## src/bms_pkg.sv

```systemverilog
// Shared types and constants for the block mean and standard deviation engine.
// Used by bms_unit, bms_seq, the top level and the port checker; no dependencies.
`default_nettype none

package bms_pkg;

    // Field and accumulator widths
    localparam int SAMPLE_BITS = 12;
    localparam int MAX_BLOCK   = 4096;
    localparam int CNT_W       = 13;
    localparam int SUM_W       = 24;
    localparam int SQ_W        = 36;
    localparam int MEAN_W      = 20;
    localparam int STD_W       = 19;
    localparam int SQR_W       = 2 * SAMPLE_BITS;

    // End-of-block arithmetic widths
    localparam int LHS_W    = CNT_W + SQ_W;       // N * sum of squares
    localparam int RHS_W    = 2 * SUM_W;          // sum * sum
    localparam int M_W      = 2 * CNT_W;          // N * N
    localparam int VAR_FRAC = 16;                 // Q16 variance before the root
    localparam int DIVD_W   = LHS_W + VAR_FRAC;   // widest dividend
    localparam int U_W      = 64;                 // shared adder width

    // Iteration counts of the shared unit
    localparam int MUL_STEPS  = SUM_W;            // widest multiplier operand
    localparam int DIV_STEPS  = DIVD_W;
    localparam int SQRT_STEPS = U_W / 2;
    localparam int STEP_W     = $clog2(DIVD_W + 1);

    // Stream widths, padded to whole bytes
    localparam int IN_TDATA_W  = ((SAMPLE_BITS + 7) / 8) * 8;
    localparam int OUT_TDATA_W = ((MEAN_W + STD_W + 7) / 8) * 8;

    localparam logic [CNT_W-1:0]  BLEN_RESET = CNT_W'(99);
    localparam logic [MEAN_W-1:0] MEAN_MAX   = MEAN_W'(1048320);
    localparam logic [STD_W-1:0]  STD_MAX    = STD_W'(524160);

    typedef enum logic [1:0] {
        OP_MUL,
        OP_DIV,
        OP_SQRT,
        OP_SUBC
    } t_op;

    typedef struct packed {
        logic start;
        t_op  op;
    } t_unit_req;

    typedef struct packed {
        logic [STD_W-1:0]  std_q8;
        logic [MEAN_W-1:0] mean_q8;
    } t_result;

endpackage

`default_nettype wire

```

## src/bms_unit.sv

```systemverilog
// Shared iterative arithmetic unit: shift-add multiply, restoring divide,
// digit-by-digit square root and clamped subtract over one adder. Uses bms_pkg.
`default_nettype none

module bms_unit (
    input  wire logic                       i_clk,
    input  wire logic                       i_rst_n,
    input  wire bms_pkg::t_unit_req         i_req,
    input  wire logic [bms_pkg::DIVD_W-1:0] i_a,
    input  wire logic [bms_pkg::U_W-1:0]    i_b,
    output logic                            o_done,
    output logic [bms_pkg::U_W-1:0]         o_result
);
    import bms_pkg::*;

    logic              r_busy;
    logic              r_done;
    t_op               r_op;
    logic [STEP_W-1:0] r_cnt;
    logic [DIVD_W-1:0] r_x;     // multiplicand / dividend+quotient / radicand
    logic [U_W-1:0]    r_y;     // multiplier / divisor / root
    logic [U_W-1:0]    r_acc;   // product / remainder

    logic [DIVD_W-1:0] n_x;
    logic [U_W-1:0]    n_y;
    logic [U_W-1:0]    n_acc;

    logic [U_W-1:0]    w_rem_div;
    logic [U_W-1:0]    w_rem_sq;
    logic [U_W-1:0]    w_trial;
    logic [U_W-1:0]    w_opx;
    logic [U_W-1:0]    w_opy;
    logic              w_sub;
    logic [U_W:0]      w_sum;
    logic              w_carry;

    assign w_rem_div = {r_acc[U_W-2:0], r_x[DIVD_W-1]};
    assign w_rem_sq  = {r_acc[U_W-3:0], r_x[U_W-1:U_W-2]};
    assign w_trial   = {r_y[U_W-3:0], 2'b01};

    // Operand select for the one adder
    always_comb begin
        case (r_op)
            OP_MUL: begin
                w_opx = r_acc;
                w_opy = r_x[U_W-1:0];
                w_sub = 1'b0;
            end
            OP_DIV: begin
                w_opx = w_rem_div;
                w_opy = r_y;
                w_sub = 1'b1;
            end
            OP_SQRT: begin
                w_opx = w_rem_sq;
                w_opy = w_trial;
                w_sub = 1'b1;
            end
            default: begin
                w_opx = r_x[U_W-1:0];
                w_opy = r_y;
                w_sub = 1'b1;
            end
        endcase
    end

    // Carry out of a subtract means no borrow: x >= y
    assign w_sum   = {1'b0, w_opx} + {1'b0, (w_sub ? ~w_opy : w_opy)} + (U_W+1)'(w_sub);
    assign w_carry = w_sum[U_W];

    always_comb begin
        n_x   = r_x;
        n_y   = r_y;
        n_acc = r_acc;
        case (r_op)
            OP_MUL: begin
                n_acc = r_y[0] ? w_sum[U_W-1:0] : r_acc;
                n_x   = {r_x[DIVD_W-2:0], 1'b0};
                n_y   = {1'b0, r_y[U_W-1:1]};
            end
            OP_DIV: begin
                n_acc = w_carry ? w_sum[U_W-1:0] : w_rem_div;
                n_x   = {r_x[DIVD_W-2:0], w_carry};
            end
            OP_SQRT: begin
                n_acc = w_carry ? w_sum[U_W-1:0] : w_rem_sq;
                n_x   = {r_x[DIVD_W-3:0], 2'b00};
                n_y   = {r_y[U_W-2:0], w_carry};
            end
            default: begin
                n_acc = w_carry ? w_sum[U_W-1:0] : '0;
            end
        endcase
    end

    always_ff @(posedge i_clk) begin
        if (!i_rst_n) begin
            r_busy <= 1'b0;
            r_done <= 1'b0;
            r_op   <= OP_MUL;
            r_cnt  <= '0;
            r_x    <= '0;
            r_y    <= '0;
            r_acc  <= '0;
        end else begin
            r_done <= 1'b0;
            if (r_busy) begin
                r_x   <= n_x;
                r_y   <= n_y;
                r_acc <= n_acc;
                r_cnt <= r_cnt - STEP_W'(1);
                if (r_cnt == STEP_W'(1)) begin
                    r_busy <= 1'b0;
                    r_done <= 1'b1;
                end
            end else if (i_req.start) begin
                r_busy <= 1'b1;
                r_op   <= i_req.op;
                r_x    <= i_a;
                r_acc  <= '0;
                case (i_req.op)
                    OP_MUL: begin
                        r_y   <= i_b;
                        r_cnt <= STEP_W'(MUL_STEPS);
                    end
                    OP_DIV: begin
                        r_y   <= i_b;
                        r_cnt <= STEP_W'(DIV_STEPS);
                    end
                    OP_SQRT: begin
                        r_y   <= '0;
                        r_cnt <= STEP_W'(SQRT_STEPS);
                    end
                    default: begin
                        r_y   <= i_b;
                        r_cnt <= STEP_W'(1);
                    end
                endcase
            end
        end
    end

    always_comb begin
        case (r_op)
            OP_DIV:  o_result = r_x[U_W-1:0];
            OP_SQRT: o_result = r_y;
            default: o_result = r_acc;
        endcase
    end

    assign o_done = r_done;

endmodule

`default_nettype wire

```

## src/bms_seq.sv

```systemverilog
// Sample accumulator and end-of-block sequencer driving the shared unit.
// Uses bms_pkg and instantiates bms_unit.
`default_nettype none

module bms_seq (
    input  wire logic                            i_clk,
    input  wire logic                            i_rst_n,
    input  wire logic                            i_sample_valid,
    output logic                                 o_sample_ready,
    input  wire logic [bms_pkg::SAMPLE_BITS-1:0] i_sample,
    input  wire logic [bms_pkg::CNT_W-1:0]       i_block_length,
    output logic                                 o_res_valid,
    input  wire logic                            i_res_ready,
    output bms_pkg::t_result                     o_res
);
    import bms_pkg::*;

    typedef enum logic [3:0] {
        S_IDLE,
        S_ACC,
        S_LHS,
        S_RHS,
        S_MSQ,
        S_DIFF,
        S_VAR,
        S_MEAN,
        S_ROOT,
        S_OUT
    } t_state;

    t_state            r_state;
    logic              r_issued;
    logic [SUM_W-1:0]  r_sum;
    logic [SQ_W-1:0]   r_sumsq;
    logic [CNT_W-1:0]  r_cnt;
    logic [SQR_W-1:0]  r_sq;
    logic [LHS_W-1:0]  r_lhs;     // N * sumsq, then the clamped difference
    logic [RHS_W-1:0]  r_rhs;
    logic [M_W-1:0]    r_m;
    logic [U_W-1:0]    r_q;
    logic [MEAN_W-1:0] r_mean;
    logic [STD_W-1:0]  r_std;

    logic [CNT_W-1:0]  w_eff;
    t_unit_req         w_req;
    logic [DIVD_W-1:0] w_a;
    logic [U_W-1:0]    w_b;
    logic              w_done;
    logic [U_W-1:0]    w_result;
    logic              w_take;

    // Effective block length: zero counts as one, saturate at the maximum
    always_comb begin
        if (i_block_length == '0) begin
            w_eff = CNT_W'(1);
        end else if (i_block_length > CNT_W'(MAX_BLOCK)) begin
            w_eff = CNT_W'(MAX_BLOCK);
        end else begin
            w_eff = i_block_length;
        end
    end

    // Operation and operands for the shared unit
    always_comb begin
        w_req.start = 1'b0;
        w_req.op    = OP_MUL;
        w_a         = '0;
        w_b         = '0;
        case (r_state)
            S_LHS: begin
                w_req.start = !r_issued;
                w_a         = DIVD_W'(r_sumsq);
                w_b         = U_W'(r_cnt);
            end
            S_RHS: begin
                w_req.start = !r_issued;
                w_a         = DIVD_W'(r_sum);
                w_b         = U_W'(r_sum);
            end
            S_MSQ: begin
                w_req.start = !r_issued;
                w_a         = DIVD_W'(r_cnt);
                w_b         = U_W'(r_cnt);
            end
            S_DIFF: begin
                w_req.start = !r_issued;
                w_req.op    = OP_SUBC;
                w_a         = DIVD_W'(r_lhs);
                w_b         = U_W'(r_rhs);
            end
            S_VAR: begin
                w_req.start = !r_issued;
                w_req.op    = OP_DIV;
                w_a         = {r_lhs, VAR_FRAC'(0)};
                w_b         = U_W'(r_m);
            end
            S_MEAN: begin
                w_req.start = !r_issued;
                w_req.op    = OP_DIV;
                w_a         = DIVD_W'({r_sum, 8'd0});
                w_b         = U_W'(r_cnt);
            end
            S_ROOT: begin
                w_req.start = !r_issued;
                w_req.op    = OP_SQRT;
                w_a         = DIVD_W'(r_q);
            end
            default: begin
                w_req.start = 1'b0;
            end
        endcase
    end

    bms_unit u_unit (
        .i_clk    (i_clk),
        .i_rst_n  (i_rst_n),
        .i_req    (w_req),
        .i_a      (w_a),
        .i_b      (w_b),
        .o_done   (w_done),
        .o_result (w_result)
    );

    assign w_take = i_sample_valid && (r_state == S_IDLE);

    always_ff @(posedge i_clk) begin
        if (!i_rst_n) begin
            r_state  <= S_IDLE;
            r_issued <= 1'b0;
            r_sum    <= '0;
            r_sumsq  <= '0;
            r_cnt    <= '0;
            r_sq     <= '0;
            r_lhs    <= '0;
            r_rhs    <= '0;
            r_m      <= '0;
            r_q      <= '0;
            r_mean   <= '0;
            r_std    <= '0;
        end else begin
            if (w_req.start) begin
                r_issued <= 1'b1;
            end
            if (w_done) begin
                r_issued <= 1'b0;
            end
            case (r_state)
                S_IDLE: begin
                    if (w_take) begin
                        r_sq    <= SQR_W'(i_sample) * SQR_W'(i_sample);
                        r_sum   <= r_sum + SUM_W'(i_sample);
                        r_cnt   <= r_cnt + CNT_W'(1);
                        r_state <= S_ACC;
                    end
                end
                S_ACC: begin
                    r_sumsq <= r_sumsq + SQ_W'(r_sq);
                    if ((r_cnt != '0) && (r_cnt >= w_eff)) begin
                        r_state <= S_LHS;
                    end else begin
                        r_state <= S_IDLE;
                    end
                end
                S_LHS: begin
                    if (w_done) begin
                        r_lhs   <= w_result[LHS_W-1:0];
                        r_state <= S_RHS;
                    end
                end
                S_RHS: begin
                    if (w_done) begin
                        r_rhs   <= w_result[RHS_W-1:0];
                        r_state <= S_MSQ;
                    end
                end
                S_MSQ: begin
                    if (w_done) begin
                        r_m     <= w_result[M_W-1:0];
                        r_state <= S_DIFF;
                    end
                end
                S_DIFF: begin
                    if (w_done) begin
                        r_lhs   <= w_result[LHS_W-1:0];
                        r_state <= S_VAR;
                    end
                end
                S_VAR: begin
                    if (w_done) begin
                        r_q     <= w_result;
                        r_state <= S_MEAN;
                    end
                end
                S_MEAN: begin
                    if (w_done) begin
                        r_mean  <= w_result[MEAN_W-1:0];
                        r_state <= S_ROOT;
                    end
                end
                S_ROOT: begin
                    if (w_done) begin
                        r_std   <= w_result[STD_W-1:0];
                        r_state <= S_OUT;
                    end
                end
                S_OUT: begin
                    // Hand over the result, then clear for the next block
                    if (i_res_ready) begin
                        r_sum   <= '0;
                        r_sumsq <= '0;
                        r_cnt   <= '0;
                        r_state <= S_IDLE;
                    end
                end
                default: begin
                    r_state <= S_IDLE;
                end
            endcase
        end
    end

    assign o_sample_ready = (r_state == S_IDLE);
    assign o_res_valid    = (r_state == S_OUT);
    assign o_res.mean_q8  = r_mean;
    assign o_res.std_q8   = r_std;

endmodule

`default_nettype wire

```

## src/block_mean_and_std.sv

```systemverilog
// Block mean and population standard deviation over unsigned converter samples.
// Top level: configuration register, stream handshakes, output register.
// Depends on bms_pkg and bms_seq (which holds bms_unit).
//
// Usage:
//   Samples enter on the s_axis channel, one per transfer. After every block
//   of block_length samples one result leaves on the m_axis channel: the mean
//   and the population standard deviation, both unsigned Q8, truncated.
//   block_length is written on the cfg channel (o_cfg_ready is always high);
//   zero counts as one and values above 4096 saturate to 4096. Write it only
//   while the block is idle.
// Sample flow:
//   A sample that does not end a block is squared, then added into the sum
//   of squares; s_axis_tready drops for one cycle after such a transfer.
//   The sample that ends a block starts the end-of-block pass on the shared
//   shift/add unit: three 24-step multiplies, one subtract, two 65-step
//   divides and a 32-step root, during which s_axis_tready stays low. The
//   result then moves into the output register.
// Reset (i_rst_n low, synchronous): sums and count clear, block_length
//   returns to 99, the output register empties.
// Stall: while m_axis_tready is low the result holds in the output register;
//   the next block still accumulates and waits only at its own end.
`default_nettype none

module block_mean_and_std (
    input  wire logic                                i_clk,
    input  wire logic                                i_rst_n,
    // s_axis_tdata: [11:0] sample
    input  wire logic                                s_axis_tvalid,
    output logic                                     s_axis_tready,
    input  wire logic [bms_pkg::IN_TDATA_W-1:0]      s_axis_tdata,
    // m_axis_tdata: [19:0] mean_q8, [38:20] std_q8, upper bits zero
    output logic                                     m_axis_tvalid,
    input  wire logic                                m_axis_tready,
    output logic [bms_pkg::OUT_TDATA_W-1:0]          m_axis_tdata,
    // Configuration: block_length
    input  wire logic                                i_cfg_valid,
    output logic                                     o_cfg_ready,
    input  wire logic [bms_pkg::CNT_W-1:0]           i_cfg_data
);
    import bms_pkg::*;

    logic [CNT_W-1:0] r_block_length;
    logic             r_out_valid;
    t_result          r_out;

    logic             w_res_valid;
    logic             w_res_ready;
    t_result          w_res;

    // Register write on every cfg transfer
    assign o_cfg_ready = 1'b1;

    always_ff @(posedge i_clk) begin
        if (!i_rst_n) begin
            r_block_length <= BLEN_RESET;
        end else if (i_cfg_valid && o_cfg_ready) begin
            r_block_length <= i_cfg_data;
        end
    end

    bms_seq u_seq (
        .i_clk          (i_clk),
        .i_rst_n        (i_rst_n),
        .i_sample_valid (s_axis_tvalid),
        .o_sample_ready (s_axis_tready),
        .i_sample       (s_axis_tdata[SAMPLE_BITS-1:0]),
        .i_block_length (r_block_length),
        .o_res_valid    (w_res_valid),
        .i_res_ready    (w_res_ready),
        .o_res          (w_res)
    );

    // Output register: load when empty or draining this cycle
    assign w_res_ready = !r_out_valid || m_axis_tready;

    always_ff @(posedge i_clk) begin
        if (!i_rst_n) begin
            r_out_valid <= 1'b0;
            r_out       <= '0;
        end else begin
            if (w_res_valid && w_res_ready) begin
                r_out_valid <= 1'b1;
                r_out       <= w_res;
            end else if (m_axis_tready) begin
                r_out_valid <= 1'b0;
            end
        end
    end

    assign m_axis_tvalid = r_out_valid;
    assign m_axis_tdata  = OUT_TDATA_W'({r_out.std_q8, r_out.mean_q8});

endmodule

`default_nettype wire

```

## config.mk

```make
export PLATFORM = sky130hd
export DESIGN_NAME = block_mean_and_std
export DESIGN_NICKNAME = d
export VERILOG_FILES = /design/src/bms_pkg.sv /design/src/bms_unit.sv /design/src/bms_seq.sv /design/src/block_mean_and_std.sv
export SDC_FILE = /design/constraint.sdc
export NUM_CORES = 2
export LEC_CHECK = 0
export BUFFER_PORTS_ARGS = -buffer_cell sky130_fd_sc_hd__buf_4
export CORE_MARGIN = 4
export CORE_UTILIZATION = 60
export DETAILED_ROUTE_END_ITERATION = 12
export HOLD_SLACK_MARGIN = 0.05
export PLACE_DENSITY = 0.74
export SLEW_MARGIN = 15
export SYNTH_ARGS = -nofsm -noshare
export SYNTH_HDL_FRONTEND = slang
export SYNTH_SLANG_ARGS = --single-unit
```

## constraint.sdc

```tcl
create_clock -name i_clk -period 6.21 [get_ports i_clk]
set_input_delay 0 -clock i_clk [delete_from_list [all_inputs] [get_ports i_clk]]
set_output_delay 0 -clock i_clk [all_outputs]
set_load 0.03 [all_outputs]
```

# --- Yosys cells after proc, flatten, opt, wreduce, memory -nomap -nowiden ---
# Index checks and enable logic that the tools add are counted.
totals:
  regBits: 585
  wordCells: 149
  out_inout_bits: 43
  in_bits: 34
classes:
  muxes: 53
  n_eq_ne: 26
  n_bitwise: 3
  multipliers: 1
  reduce_logical: 35
  n_lt_le_gt_ge: 2
  add_sub_neg: 6
op_table:
  columns: ["cell", "count"]
  rows:
  - ["64-bit two-way mux", 10]
  - ["65-bit case mux with 7 select lines", 1]
  - ["64-bit case mux with 2 select lines", 3]
  - ["64-bit case mux with 3 select lines", 2]
  - ["65-bit case mux with 3 select lines", 1]
  - ["48-bit case mux with 4 select lines", 1]
  - ["65-bit two-way mux", 2]
  - ["36-bit case mux with 2 select lines", 1]
  - ["64-bit by 64-bit adder with 65-bit output", 1]
  - ["65-bit by 1-bit adder with 65-bit output", 1]
  - ["64-bit NOT", 1]
  - ["13-bit two-way mux", 4]
  - ["24-bit two-way mux", 2]
  - ["24-bit case mux with 2 select lines", 1]
  - ["4-bit case mux with 10 select lines", 1]
  - ["36-bit by 24-bit adder with 36-bit output", 1]
  - ["36-bit two-way mux", 1]
  - ["4-bit two-way mux", 9]
  - ["13-bit case mux with 2 select lines", 1]
  - ["2-bit AND reduction", 13]
  - ["24-bit by 12-bit adder with 24-bit output", 1]
  - ["12-bit by 12-bit multiplier with 24-bit output", 1]
  - ["7-bit case mux with 3 select lines", 1]
  - ["4-bit by 3-bit equality test with 1-bit output, second input constant", 4]
  - ["33 further kinds", 62]

# --- Longest topological paths before layout ---
logic_depth:
  word_depth: 9
  depth_mapped: 25
  mapped_depth_nobuf: 24

# --- Cells and area by module ---
# Synthesis repeated with hierarchy kept, for this count alone.
unflattened:
  hier_cells: 5493
  hier_area_um2: 41125.7
by_module_without_submodules:
  columns: ["mod", "area_per_inst_um2", "cells_per_inst", "n_inst", "seq_area_each_um2"]
  rows:
  - ["bms_seq", 19836.5, 2549, 1, 6546.3]
  - ["bms_unit", 19194.7, 2723, 1, 4083.9]
  - ["block_mean_and_std", 2094.5, 221, 1, 1061.0]

# --- Worst setup path after synthesis ---
# OpenSTA, ideal clock, no wires.
synth_path:
  path_kind: "input port to flip-flop"
  startpoint: "in s_axis_tdata[8] (netlist bit)"
  endpoint: "reg u_seq.r_sq[23]"
  slack_ns: 1.178
  setup_time_ns: 0.070
  cell_stages: 25
  t_required_ns: 6.140
  n_path_buf: 1
  arrival_ns: 4.962
  path_cell_list: "clkbuf_1 -> inv_1 -> nor2_1 -> inv_1 -> fa_1 -> inv_1 -> ha_1 -> a21oi_1 -> fa_1 -> inv_1 -> fa_1 -> inv_1 -> fa_1 -> inv_1 -> ha_1 -> a21o_1 -> a21oi_1 -> nor2_1 -> a21oi_1 -> nand3b_1 -> a41oi_1 -> o21ai_0 -> xnor2_1 -> nand2_1 -> a21oi_1"
synth_between:
  elab_chain_len: 1
synth_rtl:
  columns: ["element", "line_no", "text"]
  rows:
  - ["start: declaration", "block_mean_and_std.sv:31", "input wire logic [bms_pkg::IN_TDATA_W-1:0] s_axis_tdata,"]
  - ["12-bit by 12-bit multiplier with 24-bit output", "bms_seq.sv:150", "r_sq <= SQR_W'(i_sample) * SQR_W'(i_sample);"]
  - ["end signal: assignment", "bms_seq.sv:150", null]
  - ["end: declaration", "bms_seq.sv:36", "logic [SQR_W-1:0] r_sq;"]
# No other way between the ends.
# A chain may end at the register's enable or synchronous reset.

# --- Worst setup path in the final report ---
layout_path:
  startpoint: "reg u_seq.u_unit.r_op[0]"
  endpoint: "reg u_seq.u_unit.r_acc[1]"
layout_between:
  elab_chain_len: 9
  word_cells_on_any_way: 18
  classes_between: "add/sub: 2; eq/ne: 3; mux: 10; bitwise: 1; reduce/logical: 2"
layout_rtl:
  columns: ["element", "line_no", "text"]
  rows:
  - ["start: declaration", "bms_unit.sv:18", "t_op r_op;"]
  - ["start signal: assignment", "bms_unit.sv:118", "r_op <= i_req.op;"]
  - ["2-bit equality test / 2-bit logical NOT (equally long branches)", "bms_unit.sv:43, bms_unit.sv:75", null]
  - ["64-bit case mux with 2 select lines", "bms_unit.sv:43", "case (r_op)"]
  - ["64-bit NOT", "bms_unit.sv:68", "assign w_sum = {1'b0, w_opx} + {1'b0, (w_sub ? ~w_opy : w_opy)} + (U_W+1)'(w_sub);"]
  - ["64-bit two-way mux", "bms_unit.sv:68", null]
  - ["64-bit by 64-bit adder with 65-bit output", "bms_unit.sv:68", null]
  - ["65-bit by 1-bit adder with 65-bit output", "bms_unit.sv:68", null]
  - ["64-bit two-way mux (on tied branches)", null, null]
  - ["64-bit case mux with 3 select lines", "bms_unit.sv:75", "case (r_op)"]
  - ["64-bit two-way mux", "bms_unit.sv:107", "if (r_busy) begin"]
  - ["end signal: assignment", "bms_unit.sv:110", "r_acc <= n_acc;"]
  - ["end: declaration", "bms_unit.sv:22", "logic [U_W-1:0] r_acc;"]
# Several ways; a longest one is shown, not always the timed one. The select of a mux whose other input is x is not followed.

==> impl_metrics.ini <==
[timing]
tightest_slew_ps = 1200
finalCriticalPeriod_ps = 5740
rsz0062_at_grt = false
fmaxAchievable_ghz = 0.174
drv_slew = 0
setup_ws_ps = 466
setup_viol = 0
period_share_pct = 92.5
slew_headroom_pct = 19.6
finClkSkew_ps = 28.8
final-hold-violation-count = 0
setup_tns_ps = 0
hold_slack_ps = 84.8

[worst_setup_path]
crit_required_ps = 6750
rr_endpoint = u_seq.u_unit.r_acc[1]$_SDFFE_PN0P_
cp.arrival_ps = 6290
reg2reg_depth = 20
path_class = reg -> reg
cp-end-kind = flip-flop
r2r-start = u_seq.u_unit.r_op[0]$_SDFFE_PN0P_
crit_end = u_seq.u_unit.r_acc[1]$_SDFFE_PN0P_
crit_fanout = 48
crit_path_start = u_seq.u_unit.r_op[0]$_SDFFE_PN0P_
start_kind = flip-flop
reg2reg_slack_ps = 470

[yosys]
ys_ff_latch = 584
synthCells = 5305
yosysSeqAreaShare_pct = 30.1
synth.avg_cell_area_um2 = 7.33
post_synth_num_cell_types = 84
async_flop_share_pct = 0
synth-edff-count = 0
ys_warn_count = 0
dominantRegCellSynth = dfxtp_1
syn-num-nets = 5596
netlist_area_um2 = 38900

[floorplanning]
start_util_pct = 60.5
die_y_um = 263
die-area_um2 = 69000
rows = 93
coreArea_um2 = 64300
io_pins = 77
die_x_um = 263

[global_routing]
grt_max_degree = 182
grt_pass1_vias = 37000
antenna_found_initial = 3
grt_usage_pct = 38.2
grt-ovfl-total = 0
grt_pass1_wl_um = 214000

[power_and_ir_drop]
pwr-share-clk_pct = 25.7
p_per_area_nw_per_um2 = 383
p_int_mw = 9.23
p_comb_share_pct = 45.2
p_leak_nw = 16.0
power_mw = 16.4
swShare_pct = 43.6
vdd_drop_max_v = 0.000225
p_seq_share_pct = 29.2
power.switching_mw = 7.15

[route]
dr.pass1.iters = 10
wl_per_cell_um = 22.8
drcViolationCount = 0
postRouteAntennaNets = 0
viasPerCell = 6.60
drt_iter0_markers = 5590
vias = 40100
totalWireLength_um = 138000

[clock_tree]
root_buffer = clkbuf_16
cts_buffers = 68
clk_pin_slew_worst_paths_ps = 60
clock_latency_ps = 630
cts.sinks = 584
cts_max_level = 3
cts_setup_buffers = 0
cts_tree = yes
clock_path_buffers = 3

[cells_and_area]
seqCellArea_um2 = 11700
drive_gt1_share_pct = 7.02
final_cell_area_um2 = 42700
fin_nets = 5455
areaGrowthSynthToFinish_pct = 9.87
multi_input_area_um2 = 24900
nFillCells = 5788

[status]
status = complete, no violations

[placement]
dpl.hpwl_um = 94300
place_congestion = 0.971
io_buffers = 70
dpl_cell_area_um2 = 40000
pre_cts_ws_ps = 414

[worst_hold_path]
hp-class = in -> reg

[run]
maxCapViolations = 0
-- worst min-delay path by stage --
stage,end,from,cells past startpoint
floorplan,r_block_length[0]$_SDFFE_PN1P_,i_cfg_data[0],2
finish,u_seq.r_sum[4]$_SDFFE_PN0P_,s_axis_tdata[4],5
CTS,u_seq.r_sum[10]$_SDFFE_PN0P_,s_axis_tdata[10],4
global route,u_seq.r_sq[3]$_SDFFE_PN0P_,s_axis_tdata[2],5
global placement,r_block_length[1]$_SDFFE_PN1P_,i_cfg_data[1],3
detailed placement,r_block_length[6]$_SDFFE_PN1P_,i_cfg_data[6],3
-- power by group through the flow --
stage          sequential [mW]  combinational (mW)  clock, mW
3_3_place_gp              4.81                7.05          0
5_1_grt                   4.82                8.14       4.38
3_5_place_dp              4.81                7.14          0
6_report                  4.78                7.40       4.20
2_1_floorplan             4.57                5.40          0
4_1_cts                   4.74                7.22       4.22
-- Yosys cell counts, types with 68 or more instances --
library cell	instances	area share, %
dfxtp_1	584	30
nand2_1	966	9.3
nor3_1	82	1.1
a211oi_1	161	3.1
inv_1	250	2.4
fa_1	80	4.1
a21oi_1	661	8.5
a31oi_1	104	1.7
o21ai_0	295	3.8
xnor2_1	78	1.8
a22o_1	94	2.1
a21o_1	68	1.3
nand3_1	90	1.2
clkbuf_1	356	3.4
nor2_1	429	4.1
ha_1	177	5.7
a22oi_1	117	2.3
-- cell type report --
class | instances | area share (%)
antenna | 3 | 0.0176
clock buffer | 95 | 4.55
clock inverter | 28 | 0.905
inverter | 252 | 2.23
multi-input combinational | 4048 | 58.3
sequential | 584 | 27.4
tap | 855 | 2.50
timing repair buffer | 210 | 4.10
-- metal layers --
layer | track usage (%) | part of all wire, %
met1 | 52.0 | 40
met2 | 56.9 | 43
met3 | 8.75 | 12
met5 | 0 | 0.0094
met4 | 19.9 | 5.8
-- flip-flops by register name, summed over array words and instances, names as in the netlist, 2 cells and up --
signal,flops
u_seq.r_rhs,48
r_block_length,13
u_seq.u_unit.r_op,2
u_seq.u_unit.r_x,65
u_seq.r_q,64
u_seq.u_unit.r_acc,64
u_seq.r_std,19
u_seq.r_sumsq,36
u_seq.r_m,26
u_seq.r_sum,24
u_seq.u_unit.r_y,64
m_axis_tdata,39
u_seq.r_mean,20
u_seq.r_cnt,13
u_seq.r_state,4
u_seq.r_sq,23
u_seq.u_unit.r_cnt,7
u_seq.r_lhs,49
-- what timing repair did --
action                     4_1_cts  5_1_grt
setup endpoints to repair        0       16
gates resized for setup          0        2
hold buffers                    40        0
hold endpoints to repair        68        0
-- critical path: stages (launching register included) --
cell	delay [ps]
dfxtp_1	370
inv_1	210
ha_1	340
nor2b_4	210
buf_4	580
a21oi_1	90
o221ai_1	190
o21ai_0	150
ha_1	490
and4_1	280
nand3_1	80
or2_1	250
o21ai_1	180
a211oi_1	80
buf_4	180
o41a_1	440
o21ba_2	310
nor2_2	480
or2_1	450
a21oi_1	120
o21ai_0	160
-- metrics by stage --
step	utilization [%]	std cells
after floorplan	-	5305
after global routing	66.4	6072
after detailed placement	62.1	5909
after CTS	66.4	6072
final	66.4	6075
after global placement	62.1	5909
-- kinds of logic (layout without fill, tap and decap cells) --
| kind of cell | after synthesis | after routing | share of synthesized area [%] |
|---|---|---|---|
| flip-flops | 584 | 584 | 30.1 |
| adder cells (fa/ha/maj) | 257 | 257 | 9.81 |
| AND/OR/NAND/NOR | 1777 | 1777 | 19.1 |
| AO/OA/AOI/OAI | 1851 | 1851 | 30.6 |
| XOR/XNOR | 141 | 141 | 3.17 |
| buffers and inverters | 673 | 585 | 6.63 |
| multiplexers | 20 | 20 | 0.518 |
| other | 2 | 5 | 0.0193 |
-- cell usage in the layout (no fill, tap or decap), types with 40 or more instances in the layout --
master,instances
nor2_1,424
a21o_1,68
inv_1,249
nor3_1,75
o221ai_1,65
dfxtp_1,583
a211oi_1,161
a222oi_1,62
nand2_1,963
a31oi_1,88
xor2_1,63
a22o_1,94
buf_4,164
dlygate4sd3_1,40
clkbuf_16,68
and2_1,55
fa_1,80
a22oi_1,117
a21oi_1,660
o21ai_0,295
nand3_1,90
xnor2_1,78
ha_1,173
(Power assumes the default switching activity.)
